--- src/design/cwr_pkg.sv ---
// Shared types and constants for the glyph width run encoder.
// Used by the controller, the datapath and the top level; depends on nothing.
`default_nettype none

package cwr_pkg;

    localparam int ACTION_W = 2;
    localparam int CODE_W   = 16;
    localparam int GLYPH_W  = 16;
    localparam int KIND_W   = 2;

    localparam logic [ACTION_W-1:0] ACT_DEFAULT = 2'd0;
    localparam logic [ACTION_W-1:0] ACT_GLYPH   = 2'd1;
    localparam logic [ACTION_W-1:0] ACT_FLUSH   = 2'd2;

    localparam logic [KIND_W-1:0] KIND_DEFAULT = 2'd0;
    localparam logic [KIND_W-1:0] KIND_RANGE   = 2'd1;
    localparam logic [KIND_W-1:0] KIND_LIST    = 2'd2;

    localparam logic [CODE_W-1:0] CODE_MAX = 16'hFFFF;

    typedef enum logic [2:0] {
        S_IDLE,
        S_EVAL,
        S_EMIT,
        S_RANGE,
        S_LRD,
        S_LOUT,
        S_START
    } t_state;

    typedef struct packed {
        logic cap;
        logic set_font;
        logic append;
        logic start_run;
        logic clear_run;
        logic close_font;
        logic load_range;
        logic load_list;
        logic rd_en;
        logic idx_clr;
        logic idx_inc;
    } t_cmd;

    typedef struct packed {
        logic [ACTION_W-1:0] action;
        logic                font_open;
        logic                is_default;
        logic                can_continue;
        logic                full_after_append;
        logic                len_zero;
        logic                all_same;
        logic                idx_last;
        logic                out_free;
    } t_sts;

endpackage

`default_nettype wire

--- src/design/cid_width_run_encoder.sv ---
// Top level of the glyph width run encoder: stream ports, controller and datapath.
// Depends on cwr_pkg, cwr_ctrl, cwr_dp and cwr_ram.
//
// Glyph transactions arrive in code order and are handled one at a time. A default
// glyph, a dropped glyph or a glyph that extends the current run is accepted, then
// evaluated; a glyph that breaks a run adds the emission of the old run and a step
// to start the new one. A run of equal widths leaves as one range transaction
// (emit, then range state); a mixed run leaves its list elements one at a time,
// each read first through the single registered read port of the width buffer.
// Output backpressure stretches any emission step. The output register lets the
// next glyph be accepted while the last result still waits to be taken.
`default_nettype none

module cid_width_run_encoder #(
    parameter int RUN_MAX = 32
) (
    input  wire logic        i_clk,
    input  wire logic        i_rst_n,
    input  wire logic        s_axis_tvalid,
    output logic             s_axis_tready,
    input  wire logic [31:0] s_axis_tdata,  // code [15:0], glyph_width [31:16]
    input  wire logic [1:0]  s_axis_tuser,  // action [1:0]
    output logic             m_axis_tvalid,
    input  wire logic        m_axis_tready,
    output logic [47:0]      m_axis_tdata,  // first_code [15:0], last_code [31:16],
                                            // width_value [47:32]
    output logic [1:0]       m_axis_tuser,  // kind [1:0]
    output logic             m_axis_tlast   // last_of_run
);

    cwr_pkg::t_cmd cmd;
    cwr_pkg::t_sts sts;

    logic [cwr_pkg::CODE_W-1:0]          out_first;
    logic [cwr_pkg::CODE_W-1:0]          out_last;
    logic signed [cwr_pkg::GLYPH_W-1:0]  out_width;

    cwr_ctrl u_ctrl (
        .i_clk      (i_clk),
        .i_rst_n    (i_rst_n),
        .i_in_valid (s_axis_tvalid),
        .i_sts      (sts),
        .o_in_ready (s_axis_tready),
        .o_cmd      (cmd)
    );

    cwr_dp #(
        .RUN_MAX (RUN_MAX)
    ) u_dp (
        .i_clk         (i_clk),
        .i_rst_n       (i_rst_n),
        .i_cmd         (cmd),
        .i_action      (s_axis_tuser),
        .i_code        (s_axis_tdata[15:0]),
        .i_glyph_width (s_axis_tdata[31:16]),
        .i_out_ready   (m_axis_tready),
        .o_sts         (sts),
        .o_out_valid   (m_axis_tvalid),
        .o_kind        (m_axis_tuser),
        .o_first_code  (out_first),
        .o_last_code   (out_last),
        .o_width_value (out_width),
        .o_last_of_run (m_axis_tlast)
    );

    assign m_axis_tdata = {out_width, out_last, out_first};

endmodule

`default_nettype wire

--- src/design/cwr_ram.sv ---
// Generic single-write, single-read RAM with a registered read port.
// Self-contained; used by the datapath for the run width buffer.
`default_nettype none

module cwr_ram #(
    parameter int WIDTH = 16,
    parameter int DEPTH = 32
) (
    input  wire logic                     i_clk,
    input  wire logic                     i_wr_en,
    input  wire logic [$clog2(DEPTH)-1:0] i_wr_addr,
    input  wire logic [WIDTH-1:0]         i_wr_data,
    input  wire logic                     i_rd_en,
    input  wire logic [$clog2(DEPTH)-1:0] i_rd_addr,
    output logic      [WIDTH-1:0]         o_rd_data
);

    logic [WIDTH-1:0] r_mem [DEPTH];
    logic [WIDTH-1:0] r_rd_data;

    always_ff @(posedge i_clk) begin
        if (i_wr_en) begin
            r_mem[i_wr_addr] <= i_wr_data;
        end
        if (i_rd_en) begin
            r_rd_data <= r_mem[i_rd_addr];
        end
    end

    assign o_rd_data = r_rd_data;

endmodule

`default_nettype wire

--- src/design/cwr_ctrl.sv ---
// Controller state machine of the glyph width run encoder.
// Depends on cwr_pkg for the state type and the command and status structs.
`default_nettype none

module cwr_ctrl (
    input  wire logic          i_clk,
    input  wire logic          i_rst_n,
    input  wire logic          i_in_valid,
    input  wire cwr_pkg::t_sts i_sts,
    output logic               o_in_ready,
    output cwr_pkg::t_cmd      o_cmd
);

    cwr_pkg::t_state r_state;
    cwr_pkg::t_state n_state;
    logic            r_then_start;
    logic            n_then_start;

    always_ff @(posedge i_clk) begin
        if (!i_rst_n) begin
            r_state      <= cwr_pkg::S_IDLE;
            r_then_start <= 1'b0;
        end else begin
            r_state      <= n_state;
            r_then_start <= n_then_start;
        end
    end

    always_comb begin
        n_state      = r_state;
        n_then_start = r_then_start;
        unique case (r_state)
            cwr_pkg::S_IDLE: begin
                if (i_in_valid) begin
                    n_state = cwr_pkg::S_EVAL;
                end
            end
            cwr_pkg::S_EVAL: begin
                n_then_start = 1'b0;
                unique case (i_sts.action)
                    cwr_pkg::ACT_DEFAULT: begin
                        if (i_sts.out_free) begin
                            n_state = cwr_pkg::S_IDLE;
                        end
                    end
                    cwr_pkg::ACT_GLYPH: begin
                        if (!i_sts.font_open || i_sts.is_default) begin
                            n_state = cwr_pkg::S_IDLE;
                        end else if (i_sts.can_continue) begin
                            n_state = i_sts.full_after_append ? cwr_pkg::S_EMIT
                                                              : cwr_pkg::S_IDLE;
                        end else begin
                            n_state      = cwr_pkg::S_EMIT;
                            n_then_start = 1'b1;
                        end
                    end
                    cwr_pkg::ACT_FLUSH: begin
                        n_state = i_sts.font_open ? cwr_pkg::S_EMIT : cwr_pkg::S_IDLE;
                    end
                    default: begin
                        n_state = cwr_pkg::S_IDLE;
                    end
                endcase
            end
            cwr_pkg::S_EMIT: begin
                if (i_sts.len_zero) begin
                    n_state = r_then_start ? cwr_pkg::S_START : cwr_pkg::S_IDLE;
                end else if (i_sts.all_same) begin
                    n_state = cwr_pkg::S_RANGE;
                end else begin
                    n_state = cwr_pkg::S_LRD;
                end
            end
            cwr_pkg::S_RANGE: begin
                if (i_sts.out_free) begin
                    n_state = r_then_start ? cwr_pkg::S_START : cwr_pkg::S_IDLE;
                end
            end
            cwr_pkg::S_LRD: begin
                n_state = cwr_pkg::S_LOUT;
            end
            cwr_pkg::S_LOUT: begin
                if (i_sts.out_free) begin
                    if (i_sts.idx_last) begin
                        n_state = r_then_start ? cwr_pkg::S_START : cwr_pkg::S_IDLE;
                    end else begin
                        n_state = cwr_pkg::S_LRD;
                    end
                end
            end
            cwr_pkg::S_START: begin
                n_state = cwr_pkg::S_IDLE;
            end
            default: begin
                n_state = cwr_pkg::S_IDLE;
            end
        endcase
    end

    always_comb begin
        o_in_ready = 1'b0;
        o_cmd      = '0;
        unique case (r_state)
            cwr_pkg::S_IDLE: begin
                o_in_ready = 1'b1;
                o_cmd.cap  = i_in_valid;
            end
            cwr_pkg::S_EVAL: begin
                unique case (i_sts.action)
                    cwr_pkg::ACT_DEFAULT: begin
                        o_cmd.set_font = i_sts.out_free;
                    end
                    cwr_pkg::ACT_GLYPH: begin
                        o_cmd.append = i_sts.font_open && !i_sts.is_default &&
                                       i_sts.can_continue;
                    end
                    cwr_pkg::ACT_FLUSH: begin
                        o_cmd.close_font = i_sts.font_open;
                    end
                    default: begin
                    end
                endcase
            end
            cwr_pkg::S_EMIT: begin
                o_cmd.idx_clr = 1'b1;
            end
            cwr_pkg::S_RANGE: begin
                o_cmd.load_range = i_sts.out_free;
                o_cmd.clear_run  = i_sts.out_free;
            end
            cwr_pkg::S_LRD: begin
                o_cmd.rd_en = 1'b1;
            end
            cwr_pkg::S_LOUT: begin
                o_cmd.load_list = i_sts.out_free;
                o_cmd.clear_run = i_sts.out_free && i_sts.idx_last;
                o_cmd.idx_inc   = i_sts.out_free && !i_sts.idx_last;
            end
            cwr_pkg::S_START: begin
                o_cmd.start_run = 1'b1;
            end
            default: begin
            end
        endcase
    end

endmodule

`default_nettype wire

--- src/design/cwr_dp.sv ---
// Datapath of the glyph width run encoder: input item, run state, width buffer
// and output register. Depends on cwr_pkg and cwr_ram.
`default_nettype none

module cwr_dp #(
    parameter int RUN_MAX = 32
) (
    input  wire logic                          i_clk,
    input  wire logic                          i_rst_n,
    input  wire cwr_pkg::t_cmd                 i_cmd,
    input  wire logic [cwr_pkg::ACTION_W-1:0]  i_action,
    input  wire logic [cwr_pkg::CODE_W-1:0]    i_code,
    input  wire logic signed [cwr_pkg::GLYPH_W-1:0] i_glyph_width,
    input  wire logic                          i_out_ready,
    output cwr_pkg::t_sts                      o_sts,
    output logic                               o_out_valid,
    output logic [cwr_pkg::KIND_W-1:0]         o_kind,
    output logic [cwr_pkg::CODE_W-1:0]         o_first_code,
    output logic [cwr_pkg::CODE_W-1:0]         o_last_code,
    output logic signed [cwr_pkg::GLYPH_W-1:0] o_width_value,
    output logic                               o_last_of_run
);

    localparam int LW = $clog2(RUN_MAX + 1);
    localparam int AW = $clog2(RUN_MAX);

    logic [cwr_pkg::ACTION_W-1:0]        r_action;
    logic [cwr_pkg::CODE_W-1:0]          r_code;
    logic signed [cwr_pkg::GLYPH_W-1:0]  r_width;
    logic signed [cwr_pkg::GLYPH_W-1:0]  r_default;
    logic [cwr_pkg::CODE_W-1:0]          r_first_code;
    logic [cwr_pkg::CODE_W-1:0]          r_prev_code;
    logic signed [cwr_pkg::GLYPH_W-1:0]  r_first_width;
    logic                                r_all_same;
    logic [LW-1:0]                       r_len;
    logic                                r_font_open;
    logic [AW-1:0]                       r_idx;

    logic                                r_out_valid;
    logic [cwr_pkg::KIND_W-1:0]          r_out_kind;
    logic [cwr_pkg::CODE_W-1:0]          r_out_first;
    logic [cwr_pkg::CODE_W-1:0]          r_out_last;
    logic signed [cwr_pkg::GLYPH_W-1:0]  r_out_width;
    logic                                r_out_tlast;

    logic                                ram_wr_en;
    logic [AW-1:0]                       ram_wr_addr;
    logic [cwr_pkg::GLYPH_W-1:0]         ram_rd_data;
    logic                                out_free;
    logic                                idx_last;

    assign out_free    = !r_out_valid || i_out_ready;
    assign idx_last    = (LW'(r_idx) + LW'(1)) == r_len;
    assign ram_wr_en   = i_cmd.append || i_cmd.start_run;
    assign ram_wr_addr = i_cmd.start_run ? '0 : r_len[AW-1:0];

    cwr_ram #(
        .WIDTH (cwr_pkg::GLYPH_W),
        .DEPTH (RUN_MAX)
    ) u_ram (
        .i_clk     (i_clk),
        .i_wr_en   (ram_wr_en),
        .i_wr_addr (ram_wr_addr),
        .i_wr_data (r_width),
        .i_rd_en   (i_cmd.rd_en),
        .i_rd_addr (r_idx),
        .o_rd_data (ram_rd_data)
    );

    always_comb begin
        o_sts                   = '0;
        o_sts.action            = r_action;
        o_sts.font_open         = r_font_open;
        o_sts.is_default        = r_width == r_default;
        o_sts.can_continue      = (r_len != '0) && (r_prev_code != cwr_pkg::CODE_MAX) &&
                                  (r_code == r_prev_code + 16'd1) &&
                                  (r_len < LW'(RUN_MAX));
        o_sts.full_after_append = (r_len + LW'(1)) == LW'(RUN_MAX);
        o_sts.len_zero          = r_len == '0;
        o_sts.all_same          = r_all_same;
        o_sts.idx_last          = idx_last;
        o_sts.out_free          = out_free;
    end

    always_ff @(posedge i_clk) begin
        if (i_cmd.cap) begin
            r_action <= i_action;
            r_code   <= i_code;
            r_width  <= i_glyph_width;
        end
        if (i_cmd.start_run) begin
            r_first_width <= r_width;
        end
        if (i_cmd.idx_clr) begin
            r_idx <= '0;
        end else if (i_cmd.idx_inc) begin
            r_idx <= r_idx + AW'(1);
        end
    end

    always_ff @(posedge i_clk) begin
        if (!i_rst_n) begin
            r_default    <= '0;
            r_first_code <= '0;
            r_prev_code  <= '0;
            r_all_same   <= 1'b1;
            r_len        <= '0;
            r_font_open  <= 1'b0;
        end else begin
            if (i_cmd.set_font) begin
                r_default   <= r_width;
                r_font_open <= 1'b1;
                r_len       <= '0;
                r_all_same  <= 1'b1;
            end
            if (i_cmd.close_font) begin
                r_font_open <= 1'b0;
            end
            if (i_cmd.clear_run) begin
                r_len      <= '0;
                r_all_same <= 1'b1;
            end
            if (i_cmd.append) begin
                r_prev_code <= r_code;
                r_len       <= r_len + LW'(1);
                if (r_width != r_first_width) begin
                    r_all_same <= 1'b0;
                end
            end
            if (i_cmd.start_run) begin
                r_first_code <= r_code;
                r_prev_code  <= r_code;
                r_len        <= LW'(1);
                r_all_same   <= 1'b1;
            end
        end
    end

    always_ff @(posedge i_clk) begin
        if (!i_rst_n) begin
            r_out_valid <= 1'b0;
        end else if (i_cmd.set_font || i_cmd.load_range || i_cmd.load_list) begin
            r_out_valid <= 1'b1;
        end else if (i_out_ready) begin
            r_out_valid <= 1'b0;
        end
    end

    always_ff @(posedge i_clk) begin
        if (i_cmd.set_font) begin
            r_out_kind  <= cwr_pkg::KIND_DEFAULT;
            r_out_first <= r_code;
            r_out_last  <= r_code;
            r_out_width <= r_width;
            r_out_tlast <= 1'b1;
        end else if (i_cmd.load_range) begin
            r_out_kind  <= cwr_pkg::KIND_RANGE;
            r_out_first <= r_first_code;
            r_out_last  <= r_prev_code;
            r_out_width <= r_first_width;
            r_out_tlast <= 1'b1;
        end else if (i_cmd.load_list) begin
            r_out_kind  <= cwr_pkg::KIND_LIST;
            r_out_first <= r_first_code;
            r_out_last  <= '0;
            r_out_width <= ram_rd_data;
            r_out_tlast <= idx_last;
        end
    end

    assign o_out_valid   = r_out_valid;
    assign o_kind        = r_out_kind;
    assign o_first_code  = r_out_first;
    assign o_last_code   = r_out_last;
    assign o_width_value = r_out_width;
    assign o_last_of_run = r_out_tlast;

`ifndef SYNTH
    a_len_bound: assert property (@(posedge i_clk) disable iff (!i_rst_n)
        r_len <= LW'(RUN_MAX))
        else $error("Run length exceeds the buffer depth.");

    a_load_free: assert property (@(posedge i_clk) disable iff (!i_rst_n)
        (i_cmd.set_font || i_cmd.load_range || i_cmd.load_list) |->
        (out_free && $onehot0({i_cmd.set_font, i_cmd.load_range, i_cmd.load_list})))
        else $error("Output register loaded while occupied or by two sources.");

    a_append_open: assert property (@(posedge i_clk) disable iff (!i_rst_n)
        i_cmd.append |-> (r_font_open && r_len != '0 && r_len < LW'(RUN_MAX)))
        else $error("Width appended outside an open, non-full run.");

    a_list_idx: assert property (@(posedge i_clk) disable iff (!i_rst_n)
        i_cmd.load_list |-> (LW'(r_idx) < r_len && !r_all_same))
        else $error("List element read beyond the run.");
`endif

endmodule

`default_nettype wire

--- config.mk ---
export PLATFORM = sky130hd
export DESIGN_NAME = cid_width_run_encoder
export DESIGN_NICKNAME = d
export VERILOG_FILES = /design/src/design/cwr_pkg.sv /design/src/design/cid_width_run_encoder.sv /design/src/design/cwr_ram.sv /design/src/design/cwr_ctrl.sv /design/src/design/cwr_dp.sv
export SDC_FILE = /design/constraint.sdc
export NUM_CORES = 1
export LEC_CHECK = 0
export ABC_AREA = 1
export ABC_CLOCK_PERIOD_IN_PS = 3150
export BUFFER_PORTS_ARGS = -buffer_cell sky130_fd_sc_hd__buf_2
export CORE_MARGIN = 5
export CORE_UTILIZATION = 35
export DETAILED_ROUTE_END_ITERATION = 16
export GPL_TIMING_DRIVEN = 0
export PLACE_DENSITY = 0.53
export SYNTH_ARGS = -nofsm -noshare
export SYNTH_HDL_FRONTEND = slang
export SYNTH_SLANG_ARGS = --single-unit
--- constraint.sdc ---
create_clock -name i_clk -period 3.15 [get_ports i_clk]
set_clock_uncertainty 0.05 [all_clocks]
set_input_delay 0.315 -clock i_clk [delete_from_list [all_inputs] [get_ports i_clk]]
set_output_delay 0.315 -clock i_clk [all_outputs]
set_load 0.005 [all_outputs]
==> impl_metrics.tcl <==
set metrics [dict create \
    grt-ovfl-total 0 \
    finalHoldViolCount 0 \
    relSlewSlack_pct 16.0 \
    cts_num_sinks 695 \
    syn_area_per_cell_sq_um 12.1 \
    hold_ws_ns 0.0586 \
    grt_pass1_vias 19900 \
    fin_nets 2655 \
    synthFlopType "edfxtp_1" \
    drive_above_1_share_pct 16.2 \
    clkLatencyLatePin_ns 0.62 \
    gp_congestion 0.901 \
    crit_required_ns 3.44 \
    ir_drop_mv 0.318 \
    die_h_um 293 \
    tightest_slew_ns 1.25 \
    start_kind "flop" \
    grt_pass1_wl_um 138000 \
    min_path_type "input pin to flop" \
    synthAdderAreaFrac_pct 0.312 \
    final_common_cell "edfxtp_1" \
    grt_usage_pct 21.9 \
    wire_per_inst_um 26.5 \
    setup_tns_ns 0 \
    syn_area_sq_um 28000 \
    io_buffers 90 \
    grt_max_degree 27 \
    async_flop_share_pct 0 \
    viasPerCell 5.64 \
    critPathBufInv 4 \
    drv_cap 0 \
    seq_area_frac_synth_pct 72.0 \
    syn2layout_area_growth_pct 23.8 \
    initial_utilization_pct 35.4 \
    pre_cts_ws_ns -1.95 \
    first_iter_violations 2612 \
    row_count 103 \
    period_needed_ns 3.13 \
    timing.fmax_ghz 0.319 \
    yosys.area_share.simple_pct 10.7 \
    layout_worst_path_cycle_share_pct 99.4 \
    cts_tree "done" \
    p_per_area_nw_per_um2 548 \
    crit_family "buffers and inverters" \
    vias 21000 \
    sw_frac_of_total_pct 20.9 \
    dp_hpwl_um 66500 \
    synth_cell_types 43 \
    coreArea_sq_um 79300 \
    die-area_sq_um 85900 \
    clock_power_share_pct 43.5 \
    synth-seq-cells 695 \
    antenna_found_initial 2 \
    cp_max_fo 10 \
    synth-compound-area-share_pct 12.6 \
    route.detailed.drc 0 \
    synthMuxAreaShare_pct 0 \
    drt_pre_antenna_iters 7 \
    critical_path_class "flop to flop" \
    critPathArrivalTime_ns 3.42 \
    clkTransAtPathRegs_ns 0.06 \
    setup_viol 0 \
    slew_viol_final 0 \
    ant_nets 0 \
    p_int_uw 15000 \
    synth-edff-count 626 \
    wl_um 98300 \
    combPwrFrac_pct 3.0 \
    largest_reg_flops 512 \
    largest_register "u_dp.u_ram.r_mem" \
    synth_xor_area_share_pct 1.37 \
    slowest_delay_ns 0.46 \
    power.share.sequential_pct 53.5 \
    p_switching_uw 3970 \
    cts_buffers 71 \
    cts_root_buf "clkbuf_16" \
    endpoint_kind "flop" \
    ys_warn_count 0 \
    clockBufferDepth 3 \
    p_leak_uw 0.0118 \
    synth_top_family_by_area "compound AO/OA/AOI/OAI gates" \
    syn_nets 2353 \
    htree_levels 3 \
    io_pins 91 \
    critPathSlowestCell "a31oi_1" \
    fin_ws_ns 0.0179 \
    postSynthCellCount 2308 \
    crit_path_cell_trace "clkbuf_4, buf_4, buf_2, buf_2, nor2_1, o221ai_1, nand3_1, o21ai_1, nor2_1, a31oi_1" \
    status "finished, final reports clean" \
    die_w_um 293 \
    final_cell_mix "edfxtp_1, nor2_1, o21ai_0, nand2_1, buf_2" \
]
stage by stage:
stage	instances	area, sq um	power, uW	utilization, %
3_5_place_dp	3493	30800	10900	38.9
3_3_place_gp	3448	29800	10800	37.6
4_1_cts	3700	34400	19100	43.4
5_1_grt	3715	34700	19500	43.8
6_report	3716	34700	19000	43.8
2_1_floorplan	2308	28100	10500	-
cells by family after synthesis:
group | Yosys count
and+or+nand+nor | 731
xor gates and xnor gates | 44
buffers and inverters | 223
AOI/OAI and AO/OA | 608
adders and majority gates | 7
DFF | 695
metal layers:
layer | vias to the layer above | GRT usage, % | part of all wire (%) | wire length, um
met5 | - | 0 | 0 | 0
met4 | 0 | 7.89 | 3.9 | 3860
met3 | 196 | 4.54 | 9.4 | 9270
met2 | 1187 | 34.8 | 46 | 45300
met1 | 10500 | 29.9 | 41 | 39800
li1 | 9081 | - | - | -
worst paths after layout:
kind / start / end / slack, ns / cells past startpoint
setup / recovery: u_dp.r_idx[0]$_SDFFE_PN0P_ / u_dp.u_ram.o_rd_data[6]$_DFFE_PP_ / 0.02 / 10
hold / removal: i_rst_n / u_dp.r_prev_code[15]$_SDFFE_PN0P_ / 0.06 / 3
setup reg to reg: u_dp.r_idx[0]$_SDFFE_PN0P_ / u_dp.u_ram.o_rd_data[6]$_DFFE_PP_ / 0.02 / 10
hold reg to reg: u_dp.r_default[12]$_SDFFE_PN0P_ / u_dp.r_default[12]$_SDFFE_PN0P_ / 0.43 / 2
synthesized netlist by cell type (13+ instances only):
cell / n / area, sq um
nand3_1: 73 / 365
xor2_1: 29 / 254
dfxtp_1: 69 / 1380
nand2_1: 211 / 792
xnor2_1: 15 / 131
o22ai_1: 44 / 275
a31oi_1: 18 / 113
nor2_1: 399 / 1500
clkbuf_1: 129 / 484
o221ai_1: 90 / 788
edfxtp_1: 626 / 18800
a21oi_1: 68 / 340
a32oi_1: 13 / 114
o21ai_0: 362 / 1810
inv_1: 77 / 289
worst register-to-register path: stages, from the launching register on:
cell and delay [ns]:
dfxtp_1 0.36, clkbuf_4 0.28, buf_4 0.27, buf_2 0.31, buf_2 0.33, nor2_1 0.09, o221ai_1 0.25, nand3_1 0.11
o21ai_1 0.24, nor2_1 0.10, a31oi_1 0.46
power by group through the flow:
stage / sequential (uW) / clock (uW) / combinational [uW]
3_3_place_gp: 10500 / 0 / 234
3_5_place_dp: 10400 / 0 / 439
4_1_cts: 10200 / 8350 / 576
2_1_floorplan: 10400 / 0 / 133
5_1_grt: 10200 / 8750 / 613
6_report: 10200 / 8270 / 580
final cells by class:
class / count / area, sq um
Fill cell: 7157 / 44600
Sequential cell: 695 / 20200
Multi-Input combinational cell: 1390 / 7450
Timing Repair Buffer: 229 / 2560
Clock buffer: 90 / 1950
Tap cell: 1050 / 1310
Buffer: 140 / 627
Inverter: 83 / 318
Clock inverter: 38 / 292
Antenna cell: 1 / 2.50
repair_timing:
action | in CTS | in global routing
cloned | 0 | 2
hold buffers | 34 | 0
setup buffers | 45 | 13
resized for setup | 98 | 41
hold endpoints to repair | 34 | 0
pin swaps | 25 | 12
setup endpoints to repair | 552 | 509
Power figures use the tool's default switching activity.
